<file path="src/hw/rtl/bmd_pkg.sv">
package bmd_pkg;

   // fixed field widths
   localparam int CMD_W    = 3;
   localparam int HANDLE_W = 8;
   localparam int STATUS_W = 3;
   localparam int CFG_W    = 7;

   // command codes
   localparam logic [CMD_W-1:0] CMD_POST_BACK  = 3'd0;
   localparam logic [CMD_W-1:0] CMD_POST_FRONT = 3'd1;
   localparam logic [CMD_W-1:0] CMD_ACCEPT     = 3'd2;
   localparam logic [CMD_W-1:0] CMD_PEEK       = 3'd3;
   localparam logic [CMD_W-1:0] CMD_RELEASE    = 3'd4;

   // status codes
   localparam logic [STATUS_W-1:0] STAT_OK      = 3'd0;
   localparam logic [STATUS_W-1:0] STAT_INVALID = 3'd1;
   localparam logic [STATUS_W-1:0] STAT_FULL    = 3'd2;
   localparam logic [STATUS_W-1:0] STAT_EMPTY   = 3'd3;
   localparam logic [STATUS_W-1:0] STAT_BUSY    = 3'd4;

   // controller states
   typedef enum logic [1:0] {
      S_CLEAR,
      S_IDLE,
      S_EXEC
   } state_type;

   // per-cycle operation broadcast along the cell row
   typedef enum logic [1:0] {
      CELL_HOLD,
      CELL_PUSH_FRONT,
      CELL_POP_FRONT,
      CELL_LOAD
   } cell_op_type;

   typedef struct packed {
      cell_op_type          op;
      logic [HANDLE_W-1:0]  handle;
   } cell_ctl_type;

endpackage

</file>
<file path="src/hw/rtl/bmd_if.sv">
// command channel
interface bmd_req_if;
   import bmd_pkg::*;
   logic                valid;
   logic                ready;
   logic [CMD_W-1:0]    command;
   logic [HANDLE_W-1:0] handle;
   modport source (output valid, command, handle, input ready);
   modport sink   (input valid, command, handle, output ready);
endinterface

// result channel
interface bmd_rsp_if;
   import bmd_pkg::*;
   logic                valid;
   logic                ready;
   logic [STATUS_W-1:0] status;
   logic [HANDLE_W-1:0] out_handle;
   logic [CFG_W-1:0]    held_count;
   logic [CFG_W-1:0]    free_slots;
   modport source (output valid, status, out_handle, held_count, free_slots, input ready);
   modport sink   (input valid, status, out_handle, held_count, free_slots, output ready);
endinterface

// capacity register write channel
interface bmd_csr_if;
   import bmd_pkg::*;
   logic             valid;
   logic             ready;
   logic [CFG_W-1:0] capacity;
   modport source (output valid, capacity, input ready);
   modport sink   (input valid, capacity, output ready);
endinterface

</file>
<file path="src/hw/rtl/bmd_cell.sv">
module bmd_cell #(
   parameter int INDEX = 0,
   parameter int POS_W = 6
) (
   input  logic                            clock,
   input  bmd_pkg::cell_ctl_type           ctl,
   input  logic [POS_W-1:0]                load_pos,
   input  logic [bmd_pkg::HANDLE_W-1:0]    from_front,
   input  logic [bmd_pkg::HANDLE_W-1:0]    from_back,
   output logic [bmd_pkg::HANDLE_W-1:0]    handle_out
);
   import bmd_pkg::*;

   logic [HANDLE_W-1:0] handle_ff;
   logic [HANDLE_W-1:0] handle_in;

   // next handle: keep, take a neighbor's, or load a posted handle at the tail
   always_comb begin
      handle_in = handle_ff;
      case (ctl.op)
         CELL_HOLD:       handle_in = handle_ff;
         CELL_PUSH_FRONT: handle_in = from_front;
         CELL_POP_FRONT:  handle_in = from_back;
         CELL_LOAD: begin
            if (load_pos == POS_W'(INDEX)) begin
               handle_in = ctl.handle;
            end
         end
         default:         handle_in = handle_ff;
      endcase
   end

   always_ff @(posedge clock) begin
      handle_ff <= handle_in;
   end

   assign handle_out = handle_ff;

endmodule

</file>
<file path="src/hw/rtl/bounded_message_deque.sv">
// Bounded deque of message handles. Handles sit in a row of QUEUE_DEPTH cells with the
// front in cell 0: a post to the front shifts the row back by one, an accept shifts it
// forward, and a post to the back loads the cell at the current count. An on-queue mark
// per handle lives in a HANDLE_COUNT x 1 memory with a registered read port. After reset
// the mark memory is cleared one entry a cycle, during which no command is taken
// (capacity writes are). Each command is then accepted in S_IDLE, where its mark is
// read, and executed in S_EXEC, which updates the row, the mark and the count and loads
// the result register, waiting while that register holds a result not yet taken. The
// next command is accepted while a result still waits in the output register.
module bounded_message_deque #(
   parameter int QUEUE_DEPTH  = 64,
   parameter int HANDLE_COUNT = 256
) (
   input  logic         clock,
   input  logic         reset,
   bmd_req_if.sink      req_if,
   bmd_rsp_if.source    rsp_if,
   bmd_csr_if.sink      csr_if
);
   import bmd_pkg::*;

   localparam int CNT_W  = $clog2(QUEUE_DEPTH + 1);
   localparam int POS_W  = $clog2(QUEUE_DEPTH);
   localparam int MARK_W = $clog2(HANDLE_COUNT);
   localparam int CAP_W  = (CNT_W > CFG_W) ? CNT_W : CFG_W;
   localparam int HWIDE  = (MARK_W > HANDLE_W) ? MARK_W : HANDLE_W;

   state_type state_ff, state_in;

   logic [MARK_W-1:0]   clr_idx_ff, clr_idx_in;
   logic [CFG_W-1:0]    cap_ff;
   logic [CNT_W-1:0]    count_ff, count_in;
   logic [CMD_W-1:0]    cmd_ff;
   logic [HANDLE_W-1:0] hdl_ff;
   logic                mark_rd_ff;

   logic                rsp_valid_ff, rsp_valid_in;
   logic [STATUS_W-1:0] status_ff, status_in;
   logic [HANDLE_W-1:0] taken_ff, taken_in;
   logic [CFG_W-1:0]    held_ff, held_in;
   logic [CFG_W-1:0]    free_ff, free_in;

   logic                mark_mem [HANDLE_COUNT];

   logic                req_fire;
   logic                exec_go;
   logic                clear_done;
   logic                mark_we;
   logic [MARK_W-1:0]   mark_waddr;
   logic                mark_wdata;
   logic [MARK_W-1:0]   req_addr;
   logic [MARK_W-1:0]   front_addr;
   logic [HWIDE-1:0]    req_wide;
   logic [HWIDE-1:0]    front_wide;

   logic [CNT_W-1:0]    cap_eff;
   logic [CAP_W-1:0]    cap_wide;
   logic                hdl_ok;
   logic                front_ok;

   logic                ex_mark_we;
   logic [MARK_W-1:0]   ex_mark_addr;
   logic                ex_mark_data;
   cell_ctl_type        cell_ctl;
   logic [HANDLE_W-1:0] cell_q [QUEUE_DEPTH];

   // capacity register, always ready
   assign csr_if.ready = 1'b1;

   always_ff @(posedge clock) begin
      if (reset) begin
         cap_ff <= CFG_W'(QUEUE_DEPTH);
      end else if (csr_if.valid) begin
         cap_ff <= csr_if.capacity;
      end
   end

   // capacity limited to the row depth
   always_comb begin
      cap_wide = CAP_W'(cap_ff);
      if (cap_wide > CAP_W'(QUEUE_DEPTH)) begin
         cap_eff = CNT_W'(QUEUE_DEPTH);
      end else begin
         cap_eff = CNT_W'(cap_ff);
      end
   end

   // handle to mark address
   assign req_wide   = HWIDE'(req_if.handle);
   assign req_addr   = req_wide[MARK_W-1:0];
   assign front_wide = HWIDE'(cell_q[0]);
   assign front_addr = front_wide[MARK_W-1:0];

   assign req_fire   = req_if.valid && req_if.ready;
   assign exec_go    = (state_ff == S_EXEC) && (!rsp_valid_ff || rsp_if.ready);
   assign clear_done = (clr_idx_ff == MARK_W'(HANDLE_COUNT - 1));

   // next state
   always_comb begin
      state_in = state_ff;
      case (state_ff)
         S_CLEAR: begin
            if (clear_done) begin
               state_in = S_IDLE;
            end
         end
         S_IDLE: begin
            if (req_fire) begin
               state_in = S_EXEC;
            end
         end
         S_EXEC: begin
            if (exec_go) begin
               state_in = S_IDLE;
            end
         end
         default: state_in = S_CLEAR;
      endcase
   end

   // state outputs: ready, clearing sweep and mark write port
   always_comb begin
      req_if.ready = 1'b0;
      clr_idx_in   = clr_idx_ff;
      mark_we      = 1'b0;
      mark_waddr   = clr_idx_ff;
      mark_wdata   = 1'b0;
      case (state_ff)
         S_CLEAR: begin
            mark_we    = 1'b1;
            clr_idx_in = clr_idx_ff + MARK_W'(1);
         end
         S_IDLE: begin
            req_if.ready = 1'b1;
         end
         S_EXEC: begin
            mark_we    = exec_go && ex_mark_we;
            mark_waddr = ex_mark_addr;
            mark_wdata = ex_mark_data;
         end
         default: begin
            req_if.ready = 1'b0;
         end
      endcase
   end

   always_ff @(posedge clock) begin
      if (reset) begin
         state_ff   <= S_CLEAR;
         clr_idx_ff <= '0;
      end else begin
         state_ff   <= state_in;
         clr_idx_ff <= clr_idx_in;
      end
   end

   // mark memory, registered read of the accepted handle
   always_ff @(posedge clock) begin
      if (mark_we) begin
         mark_mem[mark_waddr] <= mark_wdata;
      end
      if (req_fire) begin
         mark_rd_ff <= mark_mem[req_addr];
      end
   end

   // capture accepted transaction
   always_ff @(posedge clock) begin
      if (req_fire) begin
         cmd_ff <= req_if.command;
         hdl_ff <= req_if.handle;
      end
   end

   assign hdl_ok   = (hdl_ff != '0) && (32'(hdl_ff) < 32'(HANDLE_COUNT));
   assign front_ok = 32'(cell_q[0]) < 32'(HANDLE_COUNT);

   // command execution
   always_comb begin
      status_in     = STAT_INVALID;
      taken_in      = '0;
      count_in      = count_ff;
      ex_mark_we    = 1'b0;
      ex_mark_data  = 1'b0;
      cell_ctl.op     = CELL_HOLD;
      cell_ctl.handle = hdl_ff;
      ex_mark_addr  = MARK_W'(HWIDE'(hdl_ff));
      case (cmd_ff)
         CMD_POST_BACK, CMD_POST_FRONT: begin
            if (!hdl_ok) begin
               status_in = STAT_INVALID;
            end else if (count_ff >= cap_eff) begin
               status_in = STAT_FULL;
            end else if (mark_rd_ff) begin
               status_in = STAT_INVALID;
            end else begin
               status_in    = STAT_OK;
               ex_mark_we   = 1'b1;
               ex_mark_data = 1'b1;
               count_in     = count_ff + CNT_W'(1);
               cell_ctl.op  = (cmd_ff == CMD_POST_BACK) ? CELL_LOAD : CELL_PUSH_FRONT;
            end
         end
         CMD_ACCEPT, CMD_PEEK: begin
            if (count_ff == '0) begin
               status_in = STAT_EMPTY;
            end else begin
               status_in = STAT_OK;
               taken_in  = cell_q[0];
               if (cmd_ff == CMD_ACCEPT) begin
                  ex_mark_we   = front_ok;
                  ex_mark_addr = front_addr;
                  ex_mark_data = 1'b0;
                  count_in     = count_ff - CNT_W'(1);
                  cell_ctl.op  = CELL_POP_FRONT;
               end
            end
         end
         CMD_RELEASE: begin
            if (!hdl_ok) begin
               status_in = STAT_INVALID;
            end else if (mark_rd_ff) begin
               status_in = STAT_BUSY;
            end else begin
               status_in = STAT_OK;
            end
         end
         default: status_in = STAT_INVALID;
      endcase
      if (!exec_go) begin
         cell_ctl.op = CELL_HOLD;
      end
   end

   // result fields from the count after this command
   always_comb begin
      held_in = CFG_W'(count_in);
      if (cap_eff > count_in) begin
         free_in = CFG_W'(cap_eff - count_in);
      end else begin
         free_in = '0;
      end
   end

   always_ff @(posedge clock) begin
      if (reset) begin
         count_ff <= '0;
      end else if (exec_go) begin
         count_ff <= count_in;
      end
   end

   // output register
   always_comb begin
      rsp_valid_in = rsp_valid_ff;
      if (exec_go) begin
         rsp_valid_in = 1'b1;
      end else if (rsp_if.ready) begin
         rsp_valid_in = 1'b0;
      end
   end

   always_ff @(posedge clock) begin
      if (reset) begin
         rsp_valid_ff <= 1'b0;
      end else begin
         rsp_valid_ff <= rsp_valid_in;
      end
   end

   always_ff @(posedge clock) begin
      if (exec_go) begin
         status_ff <= status_in;
         taken_ff  <= taken_in;
         held_ff   <= held_in;
         free_ff   <= free_in;
      end
   end

   assign rsp_if.valid      = rsp_valid_ff;
   assign rsp_if.status     = status_ff;
   assign rsp_if.out_handle = taken_ff;
   assign rsp_if.held_count = held_ff;
   assign rsp_if.free_slots = free_ff;

   // row of handle cells, front at cell 0
   for (genvar i = 0; i < QUEUE_DEPTH; i++) begin : g_cell
      logic [HANDLE_W-1:0] front_nb;
      logic [HANDLE_W-1:0] back_nb;
      if (i == 0) begin : g_head
         assign front_nb = hdl_ff;
      end else begin : g_mid
         assign front_nb = cell_q[i-1];
      end
      if (i == QUEUE_DEPTH - 1) begin : g_tail
         assign back_nb = '0;
      end else begin : g_body
         assign back_nb = cell_q[i+1];
      end
      bmd_cell #(
         .INDEX (i),
         .POS_W (POS_W)
      ) u_cell (
         .clock      (clock),
         .ctl        (cell_ctl),
         .load_pos   (count_ff[POS_W-1:0]),
         .from_front (front_nb),
         .from_back  (back_nb),
         .handle_out (cell_q[i])
      );
   end

endmodule

</file>
<file path="src/flat_wrapper.sv">
// flat-port wrapper written by rule: the top's interface ports become plain ports
module bounded_message_deque_flat import bmd_pkg::*;
#(
   parameter int QUEUE_DEPTH  = 64,
   parameter int HANDLE_COUNT = 256
)
  (clock, reset, req_if_valid, req_if_command, req_if_handle, req_if_ready, rsp_if_valid, rsp_if_status, rsp_if_out_handle, rsp_if_held_count, rsp_if_free_slots, rsp_if_ready, csr_if_valid, csr_if_capacity, csr_if_ready);
  bmd_req_if req_if_i ();
  bmd_rsp_if rsp_if_i ();
  bmd_csr_if csr_if_i ();
  input  logic clock;
  input  logic reset;
  input wire logic [$bits(req_if_i.valid)-1:0] req_if_valid;
  input wire logic [$bits(req_if_i.command)-1:0] req_if_command;
  input wire logic [$bits(req_if_i.handle)-1:0] req_if_handle;
  output wire logic [$bits(req_if_i.ready)-1:0] req_if_ready;
  output wire logic [$bits(rsp_if_i.valid)-1:0] rsp_if_valid;
  output wire logic [$bits(rsp_if_i.status)-1:0] rsp_if_status;
  output wire logic [$bits(rsp_if_i.out_handle)-1:0] rsp_if_out_handle;
  output wire logic [$bits(rsp_if_i.held_count)-1:0] rsp_if_held_count;
  output wire logic [$bits(rsp_if_i.free_slots)-1:0] rsp_if_free_slots;
  input wire logic [$bits(rsp_if_i.ready)-1:0] rsp_if_ready;
  input wire logic [$bits(csr_if_i.valid)-1:0] csr_if_valid;
  input wire logic [$bits(csr_if_i.capacity)-1:0] csr_if_capacity;
  output wire logic [$bits(csr_if_i.ready)-1:0] csr_if_ready;
  assign req_if_i.valid = req_if_valid;
  assign req_if_i.command = req_if_command;
  assign req_if_i.handle = req_if_handle;
  assign req_if_ready = req_if_i.ready;
  assign rsp_if_valid = rsp_if_i.valid;
  assign rsp_if_status = rsp_if_i.status;
  assign rsp_if_out_handle = rsp_if_i.out_handle;
  assign rsp_if_held_count = rsp_if_i.held_count;
  assign rsp_if_free_slots = rsp_if_i.free_slots;
  assign rsp_if_i.ready = rsp_if_ready;
  assign csr_if_i.valid = csr_if_valid;
  assign csr_if_i.capacity = csr_if_capacity;
  assign csr_if_ready = csr_if_i.ready;
  bounded_message_deque #(.QUEUE_DEPTH(QUEUE_DEPTH), .HANDLE_COUNT(HANDLE_COUNT)) u_core (.clock(clock), .reset(reset), .req_if(req_if_i), .rsp_if(rsp_if_i), .csr_if(csr_if_i));
endmodule
</file>
<file path="config.mk">
export PLATFORM = sky130hd
export DESIGN_NAME = bounded_message_deque_flat
export DESIGN_NICKNAME = d
export VERILOG_FILES = /design/src/hw/rtl/bmd_pkg.sv /design/src/hw/rtl/bmd_if.sv /design/src/hw/rtl/bmd_cell.sv /design/src/hw/rtl/bounded_message_deque.sv /design/src/flat_wrapper.sv
export SDC_FILE = /design/constraint.sdc
export NUM_CORES = 1
export LEC_CHECK = 0
export BUFFER_PORTS_ARGS = -buffer_cell sky130_fd_sc_hd__buf_4
export CAP_MARGIN = 10
export CORE_AREA = 2 2 300 302
export DETAILED_ROUTE_END_ITERATION = 6
export DIE_AREA = 0 0 302 304
export GPL_ROUTABILITY_DRIVEN = 0
export HOLD_SLACK_MARGIN = 0.05
export MAX_ROUTING_LAYER = met4
export PLACE_DENSITY = 0.72
export SLEW_MARGIN = 15
export SYNTH_ARGS = -nofsm -noshare
export SYNTH_HDL_FRONTEND = slang
export SYNTH_HIERARCHICAL = 1
export SYNTH_SLANG_ARGS = --single-unit
</file>
<file path="constraint.sdc">
create_clock -name clock -period 29.5 [get_ports clock]
set_input_delay 2.95 -clock clock [delete_from_list [all_inputs] [get_ports clock]]
set_output_delay 2.95 -clock clock [all_outputs]
set_load 0.01 [all_outputs]
</file>
Word-level counts from Yosys, hierarchy flattened
Memories as Yosys holds them, arrays and structs flattened. A register that Yosys moved wholly into a read port is not among the register bits. Index checks and enable logic that the tools add are counted.

Reductions and logical operators: 80. Shift operators: 0. Multipliers: 0. Equal/unequal tests: 140. Add/subtract/negate cells: 4. Div/mod/pow operators: 0. $lt $le $gt $ge: 3. Bitwise logic cells: 2. Multiplexer cells: 172.

Operators by type and width (number): one-hot mux 8 bit (3 select lines) (64); two-way mux 8 bit (68); == test 6 bit (second input constant) (32); != test 2 bit (second input constant) (64); AND reduction 2 bit (64); == test 6 x 5 -> 1 bit (second input constant) (16); == test 6 x 4 -> 1 bit (second input constant) (8); two-way mux 7 bit (6); == test 6 x 3 -> 1 bit (second input constant) (4); two-way mux 2 bit (11); one-hot mux 7 bit (2 select lines) (1); two-way mux 1 bit (13); == test 6 x 2 -> 1 bit (second input constant) (2); two-way mux 3 bit (4); one-hot mux 3 bit (3 select lines) (1); adder 8 x 1 -> 8 bit (second input constant) (1); == test 8 bit (second input constant) (1); nonzero test 8 bit (1); adder 7 x 1 -> 7 bit (second input constant) (1); >= comparator 7 bit (1); greater-than comparator 7 bit (1); greater-than comparator 7 bit (second input constant) (1); logical NOT 7 bit (1); subtractor 7 x 1 -> 7 bit (second input constant) (1); 21 further kinds (34).

RAM bits: 256. Register bits after elaboration: 573. Input port bits: 23. Memories: 1. Bits in read-only memories: 0. Word-level logic and storage cells: 477. Latch bits: 0.

Memories: u_core.mark_mem (words 256, width 1, read ports 1, clocked after Yosys merged registers in 1, write ports 1, RTL line bounded_message_deque.sv:43) `logic mark_mem [HANDLE_COUNT];`.

Longest topological paths before layout
Depth in word-level cells: 10. Mapped depth: 20.

Cells and area by module
The synthesis kept the hierarchy.

By module, submodules not included: bounded_message_deque (area an instance 15063.2 um^2, cells each 1217, sequential area each 9298.9 um^2, instances 1); bmd_cell at u_core.g_cell[10].u_cell ... (area an instance 456.7 um^2, cells each 39, sequential area each 240.2 um^2, instances 12); bmd_cell at u_core.g_cell[21].u_cell ... (area an instance 459.2 um^2, cells each 39, sequential area each 240.2 um^2, instances 8); bmd_cell at u_core.g_cell[17].u_cell ... (area an instance 436.7 um^2, cells each 39, sequential area each 240.2 um^2, instances 8); bmd_cell at u_core.g_cell[0].u_cell ... (area an instance 454.2 um^2, cells each 39, sequential area each 240.2 um^2, instances 7); bmd_cell at u_core.g_cell[31].u_cell ... (area an instance 447.9 um^2, cells each 39, sequential area each 240.2 um^2, instances 6); bmd_cell at u_core.g_cell[12].u_cell ... (area an instance 444.2 um^2, cells each 39, sequential area each 240.2 um^2, instances 5); bmd_cell at u_core.g_cell[19].u_cell ... (area an instance 462.9 um^2, cells each 39, sequential area each 240.2 um^2, instances 4); bmd_cell at u_core.g_cell[49].u_cell ... (area an instance 454.2 um^2, cells each 38, sequential area each 240.2 um^2, instances 4); bmd_cell at u_core.g_cell[53].u_cell ... (area an instance 449.2 um^2, cells each 38, sequential area each 240.2 um^2, instances 4); bmd_cell at u_core.g_cell[16].u_cell ... (area an instance 434.2 um^2, cells each 39, sequential area each 240.2 um^2, instances 2); bmd_cell at u_core.g_cell[3].u_cell (area an instance 455.4 um^2, cells each 39, sequential area each 240.2 um^2, instances 1); bmd_cell at u_core.g_cell[15].u_cell (area an instance 451.7 um^2, cells each 39, sequential area each 240.2 um^2, instances 1); bmd_cell at u_core.g_cell[48].u_cell (area an instance 445.4 um^2, cells each 38, sequential area each 240.2 um^2, instances 1); bmd_cell at u_core.g_cell[63].u_cell (area an instance 445.4 um^2, cells each 39, sequential area each 240.2 um^2, instances 1).

Worst setup path before layout
OpenSTA, ideal clock, no wires.

Kind: register to register. Start: register u_core.count_ff[4]. End: memory u_core.mark_mem[0], data pin. Stages on the path, launching flop included: 8. Path slack: 19.022 ns. Data arrival time: 9.089 ns. Path buffers: 0. Cells stage by stage: dfxtp_1 ha_1 a21o_1 a21o_1 a211oi_1 o21ai_1 or2_2 nor2_1.

Cells in the longest elaborated chain, start to end: 5.

RTL lines: start, declared (RTL line bounded_message_deque.sv:32) `logic [CNT_W-1:0] count_ff, count_in;`; start signal, assigned (RTL line bounded_message_deque.sv:249) `count_ff <= count_in;`; >= comparator 7 bit (RTL line bounded_message_deque.sv:192) `end else if (count_ff >= cap_eff) begin`; two-way mux 1 bit (RTL line bounded_message_deque.sv:192); two-way mux 1 bit (RTL line bounded_message_deque.sv:190) `if (!hdl_ok) begin`; two-way mux 1 bit; two-way mux 1 bit (RTL line bounded_message_deque.sv:128) `case (state_ff)`; named net u_core.mark_wdata (RTL line bounded_message_deque.sv:50) `logic mark_wdata;`; end, declared (RTL line bounded_message_deque.sv:43).

The timed path passes the listed nets, and every way through them passes these cells.

==> impl_summary.txt <==
----------------------------------------------------
[Timing]
  Max-slew violation count ... 0
  Final critical path time including I/O delays and setup ... 8257 ps
  Setup skew after layout ... 22.68 ps
  Final worst-path cycle share ... 0.2799
  Setup repair after global routing missed its margin ... false
  Worst hold slack after final layout ... 516.8 ps
  Maximum achievable frequency ... 0.1211 GHz
  Accumulated negative setup slack ... 0 ps
  Final setup fails ... 0
  Transition at the pin with the smallest max-transition slack ... 1136 ps
  Final hold violation count ... 0
  Headroom to the max-slew limit ... 0.2349

[Detailed routing]
  Via count ... 28.59k
  Routed WL ... 97830 um
  ANT nets after route ... 0
  Routed wire length per instance ... 20.14 um
  Drt first-iter violations ... 3340
  Routed vias/inst ... 5.886
  Total iterations of the first detailed-routing run ... 6
  Detailed-route DRC error count ... 0

[Logic synthesis]
  Top post-synthesis cells by count ... sky130_fd_sc_hd__edfxtp_1 (805), sky130_fd_sc_hd__nor2_1 (786), sky130_fd_sc_hd__mux2i_1 (583)
  Area of the mapped netlist ... 43930 um2
  Avg Synthesized Cell Area ... 11.86 um2
  Flip-flop and latch count after synthesis ... 830
  Number of warnings printed during yosys synthesis ... 6
  Number of distinct library cells after synthesis ... 82
  Number of enable flip-flop cells after synthesis ... 805
  Register area share after synthesis ... 0.5617
  Leading area contributor after synthesis ... sky130_fd_sc_hd__edfxtp_1
  Post-synth ARST share ... 0
  Proportion of netlist area held by the largest area contributor ... 0.5503
  Top flip-flop cell by instance count after synthesis ... sky130_fd_sc_hd__edfxtp_1
  Gate count of the mapped netlist ... 3704
  Most area-consuming cells after synthesis ... sky130_fd_sc_hd__edfxtp_1 (55%), sky130_fd_sc_hd__mux2i_1 (13%), sky130_fd_sc_hd__nor2_1 (6.7%), sky130_fd_sc_hd__a21oi_1 (6.0%), sky130_fd_sc_hd__buf_6 (2.3%)
  Count leader, synth ... sky130_fd_sc_hd__edfxtp_1

[Cells and area]
  Layout Area Growth over Synthesis ... 6.158%
  Number of inserted filler cells in the final layout ... 7579
  Net count reported at finish ... 3662
  Share of cells above drive strength 1 ... 0.08609
  Count of inserted antenna diode cells ... 0
  Area of all placed cells without fillers ... 46630 um2

[Die]
  Initial Util ... 0.4933
  Row count ... 110
  I/O pin count ... 51
  Die width ... 302 um
  Die boundary height ... 304 um
  Overall die area ... 91810 um2
  Core Region ... 89050 um2

[Setup path]
  Internal reg-to-reg setup slack ... 22510 ps
  Worst flop-to-flop path endpoint ... u_core/g_cell[63].u_cell/handle_out[2]
  Worst-case reg-to-reg path depth ... 12
  Critical path's slowest cell ... sky130_fd_sc_hd__o21ai_0
  Max FO, Critical Path ... 219
  Delay of the slowest cell on the worst path ... 900 ps
  Required time at the worst-slack endpoint ... 29760 ps
  Crit Path Class ... in -> reg
  Data arrival time of the critical path ... 8520 ps
  Worst reg2reg path startpoint ... u_core/count_ff[4]
  Worst Setup End Kind ... register
  Buf/Inv on CP ... 5
  Cells along the critical path ... buf_4 -> nor2b_1 -> nor3_2 -> nor4bb_1 -> o21ai_0 -> a21oi_4 -> buf_4 -> buf_12 -> buf_4 -> buf_12 -> nand3_1 -> o21ai_0
  Top cell by count, worst path ... sky130_fd_sc_hd__buf_4
  Kind of cell adding the most delay to the critical path ... buffers and inverters
  Type of element launching the critical path ... input port

[Min path]
  Class of the most critical hold timing path ... reg -> reg
  Worst Hold Endpoint ... u_core/cap_ff[0]
  Startpoint of the most critical hold path ... u_core/cap_ff[0]
  Count of cells along the worst hold path ... 2

[Clock network]
  TritonCTS clock tree ... built
  Resize count post-CTS ... 0
  TritonCTS buffer count ... 84
  Clock sinks ... 830
  CTS Hold Buffers Added ... 0
  Count of buffers added by post-CTS timing repair for setup ... 0
  Clk Latency, worst-skew pair ... 650 ps
  Clock transition time at the flip-flop clock pins of the worst setup and hold paths ... 60 ps
  Count of H-tree levels built during CTS ... 3
  Clock tree root driver cell ... sky130_fd_sc_hd__clkbuf_16
  Maximum buffer depth of the clock tree ... 3

[GRT]
  Layer with the highest usage after global routing ... met2
  Global router's overall resource usage ... 0.2156
  Number of global-route vias before repair ... 27.93k
  Largest net degree at the start of global routing ... 222
  Global Route met2 Usage ... 0.3194
  Met3 track demand over resource in global routing ... 0.02813
  Antenna violations before repair ... 0
  Global-route wire length before repair ... 155700 um
  Fraction of met1 tracks used by global routing ... 0.3137
  Remaining global-route overflow ... 0

[Job]
  Maxcap violations ... 0

[Placement]
  Count of buffers inserted at the top-level ports ... 49
  Post-DP HPWL ... 56140 um
  Post-detailed-placement cell area ... 44110 um2

[Pwr]
  Power density relative to cell area ... 49.87 nW/um2
  Total Power Consumption ... 2326 uW
  Max IR drop VDD ... 0.00004455 V
  Pleak ... 0.01416 uW

[Status]
  Result of the run ... finished clean

----------------------------------------------------
[registers in the layout, indices dropped and copies added (netlist names)]
| signal | flops |
|---|---|
| u_core/rsp_if.held_count | 7 |
| u_core/g_cell.front_nb | 8 |
| u_core/rsp_if.valid | 1 |
| u_core/g_cell.u_cell/handle_out | 512 |
| u_core/mark_mem | 256 |
| u_core/cap_ff | 7 |
| u_core/rsp_if.free_slots | 7 |
| u_core/cmd_ff | 3 |
| u_core/count_ff | 7 |
| u_core/clr_idx_ff | 8 |
| u_core/mark_rd_ff | 1 |
| u_core/rsp_if.out_handle | 8 |
| u_core/rsp_if.status | 3 |
| u_core/state_ff | 2 |
[logic make-up after synthesis]
group / Yosys count / share of synthesized area
XOR/XNOR: 75 / 0.01495
flip-flops: 830 / 0.5617
AO/OA/AOI/OAI: 712 / 0.09388
other: 2 / 0.0001710
multiplexers: 627 / 0.1546
buffers and inverters: 319 / 0.05303
AND/OR/NAND/NOR: 1121 / 0.1164
adder cells (fa/ha/maj): 18 / 0.005298
[worst max path at each step]
stage,startpoint,endpoint,depth (start not counted)
CTS,rsp_if_ready,u_core/g_cell[44].u_cell/handle_out[4],12
floorplan,u_core/count_ff[4],u_core/mark_mem[0],7
finish,rsp_if_ready,u_core/g_cell[63].u_cell/handle_out[2],12
detailed placement,rsp_if_ready,u_core/g_cell[44].u_cell/handle_out[1],12
global placement,rsp_if_ready,u_core/g_cell[63].u_cell/handle_out[2],12
global route,rsp_if_ready,u_core/g_cell[44].u_cell/handle_out[4],12
[per-stage QoR]
step           setup WS [ps]  utilization  instances
6_report               21240       0.5237       4858
3_5_place_dp           20750       0.4953       4711
5_1_grt                20750       0.5237       4858
2_1_floorplan          19020            -       3711
3_3_place_gp           20860       0.4953       4711
4_1_cts                21410       0.5237       4858
[worst reg2reg max path, stage by stage, from the launching register on]
cell,delay [ps]
sky130_fd_sc_hd__dfxtp_4,690
sky130_fd_sc_hd__ha_1,350
sky130_fd_sc_hd__a21o_1,160
sky130_fd_sc_hd__a21o_1,180
sky130_fd_sc_hd__a211oi_1,430
sky130_fd_sc_hd__o21ai_0,350
sky130_fd_sc_hd__a21oi_4,200
sky130_fd_sc_hd__buf_4,740
sky130_fd_sc_hd__buf_12,740
sky130_fd_sc_hd__buf_4,920
sky130_fd_sc_hd__buf_12,640
sky130_fd_sc_hd__nand3_1,300
sky130_fd_sc_hd__o21ai_0,900
[layer usage]
metal  share of wire  vias to the layer above  wire length (um)
li1                -                    13550                 -
met1            0.46                    13900             45050
met2            0.45                      989             44240
met3           0.065                      152              6397
met4           0.022                        0              2146
met5               0                        -                 0
[power by group]
| group | internal (uW) | switching (uW) | total (uW) |
|---|---|---|---|
| Combinational | 15.9 | 27.5 | 43.4 |
| Sequential | 1270 | 1.25 | 1280 |
| Clock | 556 | 451 | 1010 |
[final cells by class]
type / count / area, um2 / area share
multi-input combinational: 2562 / 16980 / 0.3641
clock buffer: 111 / 2213 / 0.04746
tap: 1176 / 1471 / 0.03155
timing repair buffer: 99 / 809.5 / 0.01736
clock inverter: 36 / 310.3 / 0.006654
sequential: 830 / 24680 / 0.5293
inverter: 44 / 165.2 / 0.003542
[placed cells by master (no fill, tap or decap), types with 26 or more instances in the layout]
master / n
sky130_fd_sc_hd__nor4_1: 37
sky130_fd_sc_hd__buf_4: 93
sky130_fd_sc_hd__clkbuf_16: 84
sky130_fd_sc_hd__clkbuf_1: 26
sky130_fd_sc_hd__mux4_2: 41
sky130_fd_sc_hd__mux2i_1: 583
sky130_fd_sc_hd__xnor2_1: 61
sky130_fd_sc_hd__nand3_1: 35
sky130_fd_sc_hd__nor2_1: 785
sky130_fd_sc_hd__a21oi_1: 530
sky130_fd_sc_hd__o21ai_0: 38
sky130_fd_sc_hd__inv_1: 34
sky130_fd_sc_hd__edfxtp_1: 805
sky130_fd_sc_hd__nand3b_1: 36
sky130_fd_sc_hd__nand2_1: 69
Note: power is estimated with default switching activity, not from simulation.
